$ cat src/hw/rtl/spbs_pkg.sv
// Shared types, operation codes and constant-divide helpers for the split pixel unit.
package spbs_pkg;

    localparam int unsigned PIXEL_W = 16;
    localparam int unsigned COLOR_W = 8;
    localparam int unsigned LEVEL_W = 5;
    localparam int unsigned STEP_W  = 2;

    typedef enum logic [1:0] {
        OP_ADD   = 2'd0,
        OP_MOD   = 2'd1,
        OP_LIGHT = 2'd2,
        OP_BLEND = 2'd3
    } op_t;

    typedef struct packed {
        op_t                  req_type;
        logic [PIXEL_W-1:0]   pixel_in;
        logic [COLOR_W-1:0]   first_color;
        logic [COLOR_W-1:0]   second_color;
        logic [LEVEL_W-1:0]   light_level;
        logic [STEP_W-1:0]    alpha_step;
    } req_t;

    // Floor divide by 7 for values below 512: x * 293 / 2048.
    function automatic logic [6:0] div7(input logic [8:0] x);
        logic [19:0] prod;
        prod = 20'(x) * 20'd293;
        return prod[17:11];
    endfunction

    // Floor divide by 3 for values up to 9: x * 11 / 32.
    function automatic logic [1:0] div3(input logic [3:0] x);
        logic [7:0] prod;
        prod = 8'(x) * 8'd11;
        return prod[6:5];
    endfunction

endpackage

$ cat src/hw/rtl/spbs_calc.sv
// Combinational pixel datapath: add, modulate, light and blend on one item.
module spbs_calc (
    input  spbs_pkg::req_t                    req,
    output logic [spbs_pkg::PIXEL_W-1:0]      pixel_out
);
    import spbs_pkg::*;

    typedef struct packed {
        logic [4:0] r;
        logic [5:0] g;
        logic [4:0] b;
    } rgb_t;

    function automatic rgb_t unpack_split(input logic [15:0] px);
        rgb_t c;
        c.r = {px[15:13], px[5], px[2]};
        c.g = {px[12:10], px[7], px[4], px[1]};
        c.b = {px[9:8], px[6], px[3], px[0]};
        return c;
    endfunction

    function automatic logic [15:0] pack_split(input rgb_t c);
        return {c.r[4:2], c.g[5:3], c.b[4:3],
                c.g[2], c.b[2], c.r[1], c.g[1], c.b[1], c.r[0], c.g[0], c.b[0]};
    endfunction

    logic [2:0] r1, g1, r2, g2;
    logic [1:0] b1, b2;

    logic [7:0] add_res, mod_res;
    logic [3:0] add_r, add_g;
    logic [2:0] add_b;
    logic [5:0] mul_r, mul_g;
    logic [3:0] mul_b;
    logic [6:0] mod_r7, mod_g7;

    rgb_t       lt_src, lt_res, bl_src, bl_res;
    logic [10:0] lt_r, lt_b;
    logic [10:0] lt_g;

    logic [2:0] wa, wp;
    logic [6:0] bl_r, bl_g, bl_b;
    logic [5:0] col_r, col_g, col_b;

    always_comb begin
        r1 = req.first_color[7:5];
        g1 = req.first_color[4:2];
        b1 = req.first_color[1:0];
        r2 = req.second_color[7:5];
        g2 = req.second_color[4:2];
        b2 = req.second_color[1:0];

        // saturating add
        add_r = {1'b0, r1} + {1'b0, r2};
        add_g = {1'b0, g1} + {1'b0, g2};
        add_b = {1'b0, b1} + {1'b0, b2};
        add_res = {(add_r[3] ? 3'd7 : add_r[2:0]),
                   (add_g[3] ? 3'd7 : add_g[2:0]),
                   (add_b[2] ? 2'd3 : add_b[1:0])};

        // modulate
        mul_r = 6'(r1) * 6'(r2);
        mul_g = 6'(g1) * 6'(g2);
        mul_b = 4'(b1) * 4'(b2);
        mod_r7 = div7(9'(mul_r));
        mod_g7 = div7(9'(mul_g));
        mod_res = {mod_r7[2:0], mod_g7[2:0], div3(mul_b)};

        // light: drop the three lowest source bits, scale by level/32
        lt_src = unpack_split(req.pixel_in & 16'hfff8);
        lt_r = 11'(lt_src.r) * 11'(req.light_level);
        lt_g = 11'(lt_src.g) * 11'(req.light_level);
        lt_b = 11'(lt_src.b) * 11'(req.light_level);
        lt_res.r = lt_r[9:5];
        lt_res.g = lt_g[10:5];
        lt_res.b = lt_b[9:5];

        // blend: force bits 5..3 high and 2..0 low, weight (step+2)/7 with step capped at 2
        wa = (req.alpha_step == 2'd3) ? 3'd4 : (3'(req.alpha_step) + 3'd2);
        wp = 3'd7 - wa;
        bl_src = unpack_split((req.pixel_in & 16'hffc0) | 16'h0038);
        col_r = {1'b0, r2, 2'b00} | 6'd4;
        col_g = {g2, 3'b011};
        col_b = {1'b0, b2, 3'b011};
        bl_r = div7(9'(bl_src.r) * 9'(wp)) + div7(9'(col_r) * 9'(wa));
        bl_g = div7(9'(bl_src.g) * 9'(wp)) + div7(9'(col_g) * 9'(wa));
        bl_b = div7(9'(bl_src.b) * 9'(wp)) + div7(9'(col_b) * 9'(wa));
        bl_res.r = (bl_r > 7'd31) ? 5'd31 : bl_r[4:0];
        bl_res.g = (bl_g > 7'd63) ? 6'd63 : bl_g[5:0];
        bl_res.b = (bl_b > 7'd31) ? 5'd31 : bl_b[4:0];

        case (req.req_type)
            OP_ADD:   pixel_out = {8'h00, add_res};
            OP_MOD:   pixel_out = {8'h00, mod_res};
            OP_LIGHT: pixel_out = pack_split(lt_res);
            OP_BLEND: pixel_out = pack_split(bl_res) & 16'hffc0;
            default:  pixel_out = '0;
        endcase
    end

endmodule

$ cat src/hw/rtl/split_pixel_blend_shade_unit.sv
// Top level of the split pixel unit: input register, datapath, result register.
// An accepted item passes the input register and then the result register to m_valid.
// Throughput: one item per cycle while m_ready is high; the datapath is one pass.
// The input stage can fill while the result stage stalls; s_ready drops only when
// both stages are full and the result side stalls.
// Reset (aresetn, synchronous, active low) clears both stage valid flags.
module split_pixel_blend_shade_unit (
    input  logic                          aclk,
    input  logic                          aresetn,
    input  logic                          s_valid,
    output logic                          s_ready,
    input  logic [1:0]                    s_req_type,
    input  logic [spbs_pkg::PIXEL_W-1:0]  s_pixel_in,
    input  logic [spbs_pkg::COLOR_W-1:0]  s_first_color,
    input  logic [spbs_pkg::COLOR_W-1:0]  s_second_color,
    input  logic [spbs_pkg::LEVEL_W-1:0]  s_light_level,
    input  logic [spbs_pkg::STEP_W-1:0]   s_alpha_step,
    output logic                          m_valid,
    input  logic                          m_ready,
    output logic [spbs_pkg::PIXEL_W-1:0]  m_pixel_out
);
    import spbs_pkg::*;

    // input stage
    req_t               req_reg;
    logic               req_valid_reg;
    // result stage
    logic [PIXEL_W-1:0] res_reg;
    logic               res_valid_reg;

    logic [PIXEL_W-1:0] res_next;
    logic               res_advance;
    logic               req_advance;

    // The result register takes a new item when empty or when its item leaves.
    assign res_advance = !res_valid_reg || m_ready;
    // The input register takes a new item when empty or when its item moves on.
    assign req_advance = !req_valid_reg || res_advance;
    assign s_ready     = req_advance;

    spbs_calc u_calc (
        .req       (req_reg),
        .pixel_out (res_next)
    );

    // hold payload while stalled; load on advance
    always_ff @(posedge aclk) begin
        if (req_advance && s_valid) begin
            req_reg.req_type     <= op_t'(s_req_type);
            req_reg.pixel_in     <= s_pixel_in;
            req_reg.first_color  <= s_first_color;
            req_reg.second_color <= s_second_color;
            req_reg.light_level  <= s_light_level;
            req_reg.alpha_step   <= s_alpha_step;
        end
        if (res_advance && req_valid_reg) begin
            res_reg <= res_next;
        end
    end

    // stage valid flags
    always_ff @(posedge aclk) begin
        if (!aresetn) begin
            req_valid_reg <= 1'b0;
            res_valid_reg <= 1'b0;
        end else begin
            if (req_advance) begin
                req_valid_reg <= s_valid;
            end
            if (res_advance) begin
                res_valid_reg <= req_valid_reg;
            end
        end
    end

    assign m_valid     = res_valid_reg;
    assign m_pixel_out = res_reg;

    // An accepted item always lands in the input stage.
    a_accept_lands: assert property (@(posedge aclk) disable iff (!aresetn)
        (s_valid && s_ready) |=> req_valid_reg)
        else $error("accepted item lost before input stage");

    // An item in the input stage moves to the result stage when that stage frees up.
    a_stage_moves: assert property (@(posedge aclk) disable iff (!aresetn)
        (req_valid_reg && res_advance) |=> m_valid)
        else $error("item lost between input and result stage");

    // Both stages full and the result stalled: no new item may enter.
    a_full_blocks: assert property (@(posedge aclk) disable iff (!aresetn)
        (req_valid_reg && m_valid && !m_ready) |-> !s_ready)
        else $error("input accepted while pipeline full");

    // A stalled result stage holds its item and the waiting item in front of it.
    a_stall_holds: assert property (@(posedge aclk) disable iff (!aresetn)
        (req_valid_reg && m_valid && !m_ready) |=> (req_valid_reg && m_valid))
        else $error("item dropped during stall");

endmodule
$ cat config.mk
export PLATFORM = sky130hd
export DESIGN_NAME = split_pixel_blend_shade_unit
export DESIGN_NICKNAME = d
export VERILOG_FILES = /design/src/hw/rtl/spbs_pkg.sv /design/src/hw/rtl/spbs_calc.sv /design/src/hw/rtl/split_pixel_blend_shade_unit.sv
export SDC_FILE = /design/constraint.sdc
export NUM_CORES = 1
export LEC_CHECK = 0
export ABC_AREA = 1
export CAP_MARGIN = 20
export CORE_ASPECT_RATIO = 2
export CORE_UTILIZATION = 55
export CTS_BUF_LIST = sky130_fd_sc_hd__clkbuf_8
export CTS_CLUSTER_SIZE = 40
export DETAILED_ROUTE_END_ITERATION = 12
export DONT_BUFFER_PORTS = 1
export HOLD_SLACK_MARGIN = 0.08
export MAX_ROUTING_LAYER = met4
export PLACE_DENSITY = 0.68
export SYNTH_ARGS = -nofsm -noshare
export SYNTH_HDL_FRONTEND = slang
export SYNTH_HIERARCHICAL = 1
export SYNTH_SLANG_ARGS = --single-unit
$ cat constraint.sdc
create_clock -name aclk -period 7.55 [get_ports aclk]
set_input_delay 0.3775 -clock aclk [delete_from_list [all_inputs] [get_ports aclk]]
set_output_delay 0.3775 -clock aclk [all_outputs]
set_load 0.01 [all_outputs]
### Word-level counts from Yosys, hierarchy flattened

Index checks and enable logic that the tools add are counted.

| cells by class | value |
|---|---|
| muxes and demuxes | 8 |
| add/sub/neg operators | 8 |
| reductions and logical operators | 7 |
| magnitude comparators | 3 |
| multiply operators | 21 |
| equality and inequality tests | 4 |

Operators with widths:

| cell | count |
|---|---|
| one-hot mux 16 bit (4 select lines) | 1 |
| multiplier 7 x 9 -> 16 bit, second input constant | 3 |
| multiplier 8 x 9 -> 17 bit, second input constant | 2 |
| multiplier 6 x 9 -> 14 bit, second input constant | 2 |
| multiplier 3 x 3 -> 6 bit | 3 |
| multiplier 4 x 5 -> 9 bit | 2 |
| multiplier 9 x 9 -> 18 bit, second input constant | 1 |
| multiplier 5 x 3 -> 8 bit | 2 |
| > comparator 7 x 5 -> 1 bit, second input constant | 2 |
| multiplier 4 x 3 -> 7 bit | 2 |
| multiplier 5 x 5 -> 10 bit | 1 |
| two-way mux 5 bit | 2 |
| multiplier 6 x 3 -> 9 bit | 1 |
| two-way mux 3 bit | 3 |
| adder 3 x 3 -> 4 bit | 2 |
| adder 6 x 6 -> 7 bit | 1 |
| adder 6 x 7 -> 7 bit | 1 |
| adder 7 bit | 1 |
| > comparator 7 x 6 -> 1 bit, second input constant | 1 |
| multiplier 4 x 4 -> 7 bit, second input constant | 1 |
| == test 2 bit, second input constant | 3 |
| two-way mux 6 bit | 1 |
| multiplier 2 x 2 -> 4 bit | 1 |
| adder 2 x 2 -> 3 bit | 1 |
| other kinds (8) | 11 |

| storage, ports and cells | value |
|---|---|
| input port bits | 45 |
| register bits | 59 |
| output and inout port bits | 18 |

### Longest topological paths before layout

| depth | value |
|---|---|
| depth in word-level cells | 9 |
| depth in mapped cells | 42 |
| depth with buffers taken out | 40 |

### By module

Netlist, hierarchy kept.

Modules (own cells, without submodules):

| module | instances | area each (µm²) | sequential area each (µm²) | cells an instance |
|---|---|---|---|---|
| spbs_calc | 1 | 10672.7 | 0.0 | 1463 |
| split_pixel_blend_shade_unit | 1 | 1806.7 | 1751.7 | 70 |

### Worst setup path before layout

Ideal clock, no wire load.

| path | value |
|---|---|
| path type | flip-flop to flip-flop |
| start | reg req_reg[1] (netlist bit) |
| end | reg res_reg[7] (netlist: m_pixel_out[7]) (data pin) |
| clock period less this slack | 6.500 ns |
| required time | 7.291 ns |
| buffers on the path | 2 |
| library setup time | 0.259 ns |
| cell stages (with the launch flop) | 40 |
| data arrival time | 6.241 ns |
| path slack | 1.050 ns |
| cells stage by stage | edfxtp_1 -> buf_4 -> nor2_2 -> clkbuf_1 -> nand2_1 -> fa_1 -> inv_1 -> ha_1 -> a21oi_1 -> and2_1 -> inv_1 -> a21oi_1 -> o21bai_1 -> ha_1 -> ha_1 -> inv_1 -> fa_1 -> inv_1 -> (+4 left out) -> nand2_1 -> nand2_1 -> a21oi_1 -> o21bai_1 -> a21oi_1 -> xnor2_1 -> ha_1 -> nand2_1 -> nor2_1 -> nand2_1 -> nand3_1 -> nand4_1 -> nand2_1 -> nand2_1 -> nand2_1 -> nand2_1 -> nand2_1 -> nand3_1 |

| between the ends | value |
|---|---|
| longest elaborated chain between the ends | 9 |
| elaborated cells between the ends (all ways) | 12 |
| those cells by class | add/sub: 3; mul: 4; order compare: 1; eq/ne: 1; mux: 3 |

Ends and longest elaborated chain:

| what | RTL line | RTL |
|---|---|---|
| start: declaration | split_pixel_blend_shade_unit.sv:25 | `req_t req_reg;` |
| adder 2 x 2 -> 3 bit / == test 2 bit (equally long branches) | spbs_calc.sv:79 | `wa = (req.alpha_step == 2'd3) ? 3'd4 : (3'(req.alpha_step) + 3'd2);` |
| two-way mux 3 bit * | spbs_calc.sv:79 |  |
| subtractor 3 bit | spbs_calc.sv:80 | `wp = 3'd7 - wa;` |
| multiplier 5 x 3 -> 8 bit | spbs_calc.sv:86 | `bl_g = div7(9'(bl_src.g) * 9'(wp)) + div7(9'(col_g) * 9'(wa));` |
| multiplier 8 x 9 -> 17 bit | spbs_pkg.sv:28 | `prod = 20'(x) * 20'd293;` |
| adder 7 bit * | spbs_calc.sv:86 |  |
| > comparator 7 x 6 -> 1 bit | spbs_calc.sv:89 | `bl_res.g = (bl_g > 7'd63) ? 6'd63 : bl_g[5:0];` |
| two-way mux 6 bit * | spbs_calc.sv:89 |  |
| one-hot mux 16 bit (4 select lines) * | spbs_calc.sv:92 | `case (req.req_type)` |
| net res_next[7] | split_pixel_blend_shade_unit.sv:31 | `logic [PIXEL_W-1:0] res_next;` |
| end signal: assignment | split_pixel_blend_shade_unit.sv:57 | `res_reg <= res_next;` |
| end: declaration | split_pixel_blend_shade_unit.sv:28 | `logic [PIXEL_W-1:0] res_reg;` |

The timed path passes the listed nets; every way through them passes the cells marked *.
A chain may end at the register's enable or synchronous reset.

### Worst setup path in the final report

Ends and elaborated chain as after synthesis.

==> flow_metrics.tcl <==
set metrics [dict create \
    r2r_start "req_reg[1]" \
    grt_setup_unrepaired "false" \
    startpoint "req_reg[1]" \
    wl_per_cell_um 14.8 \
    ctsResizeCount 0 \
    largest_reg_flops 38 \
    rows 77 \
    endpoint "m_pixel_out[7]" \
    synth_area_per_cell_um2 8.10 \
    fillCellCount 2069 \
    gp_congestion 0.863 \
    vias 9871 \
    fp.dieArea_mm2 0.0232 \
    routed_wl_mm 26.9 \
    power.switching_uw 1770 \
    synthCells 1530 \
    die_y_um 214 \
    crit_slowest_cell "fa_1" \
    cp.arrival_ps 6980 \
    drt-vias-per-instance 5.45 \
    start_kind "flop" \
    syn-cell-area_mm2 0.0124 \
    io_pins 63 \
    drc 0 \
    tightest_slew_ps 951 \
    drv_slew 0 \
    grt_pass1_vias 10400 \
    cellPowerDensity_mw_per_mm2 262 \
    pwr-share-comb_pct 81.3 \
    dp_slack_ps 656 \
    ctsHoldBuffers 0 \
    grt_pass1_wl_mm 45.6 \
    start_util_pct 56.2 \
    ant_nets 0 \
    r2r_cells 35 \
    crit_path_end_kind "flop" \
    seq_power_share_pct 12.8 \
    holdCritPathClass "input pin to flop" \
    synthToLayoutAreaGrowth_pct 3.96 \
    clock_skew_ps 23.5 \
    cts_root_buffer "clkbuf_8" \
    register_area_mm2 0.00166 \
    r2r_slack_ps 640 \
    p_clk_share_pct 5.9 \
    grt_max_degree 39 \
    cts_setup_buffers 0 \
    multiInputGateArea_mm2 0.00954 \
    swShare_pct 52.6 \
    whs_path_depth 0 \
    drv_cap 0 \
    dpl-instance-area_mm2 0.0128 \
    p_int_uw 1600 \
    fin_crit_ps 6910 \
    worstSetupPathType "flop to flop" \
    die_w_um 108 \
    design_area_mm2 0.0129 \
    crit_fanout 16 \
    hold_viol 0 \
    clock_path_buffers 2 \
    setup_tns_ps 0 \
    yosys_warnings 6 \
    slew_headroom_pct 36.3 \
    nNetsFinal 2009 \
    crit_path_max_incr_delay_ps 490 \
    crit_path_frequent_cell "nand2_1" \
    cts.sinks 56 \
    reg2reg_to "m_pixel_out[7]" \
    antenna_found_initial 2 \
    fin_ws_ps 641 \
    numCtsBuffers 5 \
    htree_num_levels 2 \
    grt_overflow 0 \
    leakagePower_uw 0.00764 \
    io_buffer_count 0 \
    post-route-period-util_pct 91.5 \
    setup_violations 0 \
    vdd_drop_max_uv 166 \
    post-dp-hpwl_mm 23.6 \
    fmax_mhz 145 \
    dr.pass1.iters 5 \
    status "finished clean" \
    fp.coreArea_mm2 0.0221 \
    drive_above_1_share_pct 3.00 \
    cts_tree "yes" \
    grt_usage_pct 25.3 \
    worstSkewPairLatency_ps 330 \
    worstPathRequired_ps 7620 \
    clk_pin_slew_worst_paths_ps 120 \
    drt_iter0_markers 256 \
    postLayoutCoreUtil_pct 58.4 \
]
## critical path, delay by kind of cell, from the launching register on
family                     cells  cell delay, ps
AOI/OAI and AO/OA              7            1180
xor gates and xnor gates       1             100
adders and majority gates      8            2920
buffers and inverters          4             540
DFF                            1             440
and+or+nand+nor               15            1450
## how the worst min path moves through the flow
| stage | startpoint | endpoint | slack, ps |
|---|---|---|---|
| after global placement | s_pixel_in[15] | req_reg[38] | 480 |
| final | s_alpha_step[1] | req_reg[1] | 130 |
| after CTS | s_alpha_step[0] | req_reg[0] | 130 |
| after floorplan | req_valid_reg | m_valid | 460 |
| after global routing | s_alpha_step[0] | req_reg[0] | 120 |
| after detailed placement | s_first_color[2] | req_reg[17] | 480 |
## metrics by stage
stage,total power [µW],hold WS (ps),std cells
2_1_floorplan,2560,461,1535
3_3_place_gp,3110,476,1801
3_5_place_dp,3180,476,1801
4_1_cts,3400,127,1809
5_1_grt,3800,121,1812
6_report,3370,129,1812
## cell type report
class                           count  share of cell area (%)
Clock buffer                        5                   0.534
Multi-Input combinational cell   1158                    74.1
Tap cell                          276                    2.68
Clock inverter                      3                   0.291
Antenna cell                        2                  0.0389
Sequential cell                    56                    12.9
Timing Repair Buffer               12                   0.758
Inverter                          300                    8.74
## power by group through the flow
| stage | logic [µW] | registers [µW] | clock network [µW] |
|---|---|---|---|
| final | 2740 | 431 | 199 |
| after global routing | 3150 | 435 | 211 |
| after CTS | 2770 | 432 | 203 |
| after detailed placement | 2740 | 439 | 0 |
| after global placement | 2670 | 439 | 0 |
| after floorplan | 2140 | 420 | 0 |
## routing by layer
layer / GRT usage [%] / wire [µm] / part of all wire [%]
met1: 23.9 / 9680 / 36
met2: 50.7 / 15800 / 59
met3: 1.52 / 495 / 1.8
met4: 9.91 / 958 / 3.6
met5: - / 0 / 0
## cell usage in the layout (no fill, tap or decap), types with 5 or more instances in the layout
master / n
nand3_1: 55
o21bai_1: 9
a21o_1: 15
buf_4: 11
a21oi_1: 66
a31oi_1: 8
inv_1: 296
fa_1: 64
nand4_1: 20
conb_1: 6
ha_1: 367
nor2_1: 77
xnor2_1: 19
a21boi_0: 7
clkbuf_8: 5
nand2_1: 307
or2_2: 5
edfxtp_1: 54
o21ai_1: 10
xor2_1: 37
o21ai_0: 37
No activity file was read; power rests on OpenSTA's default activity.
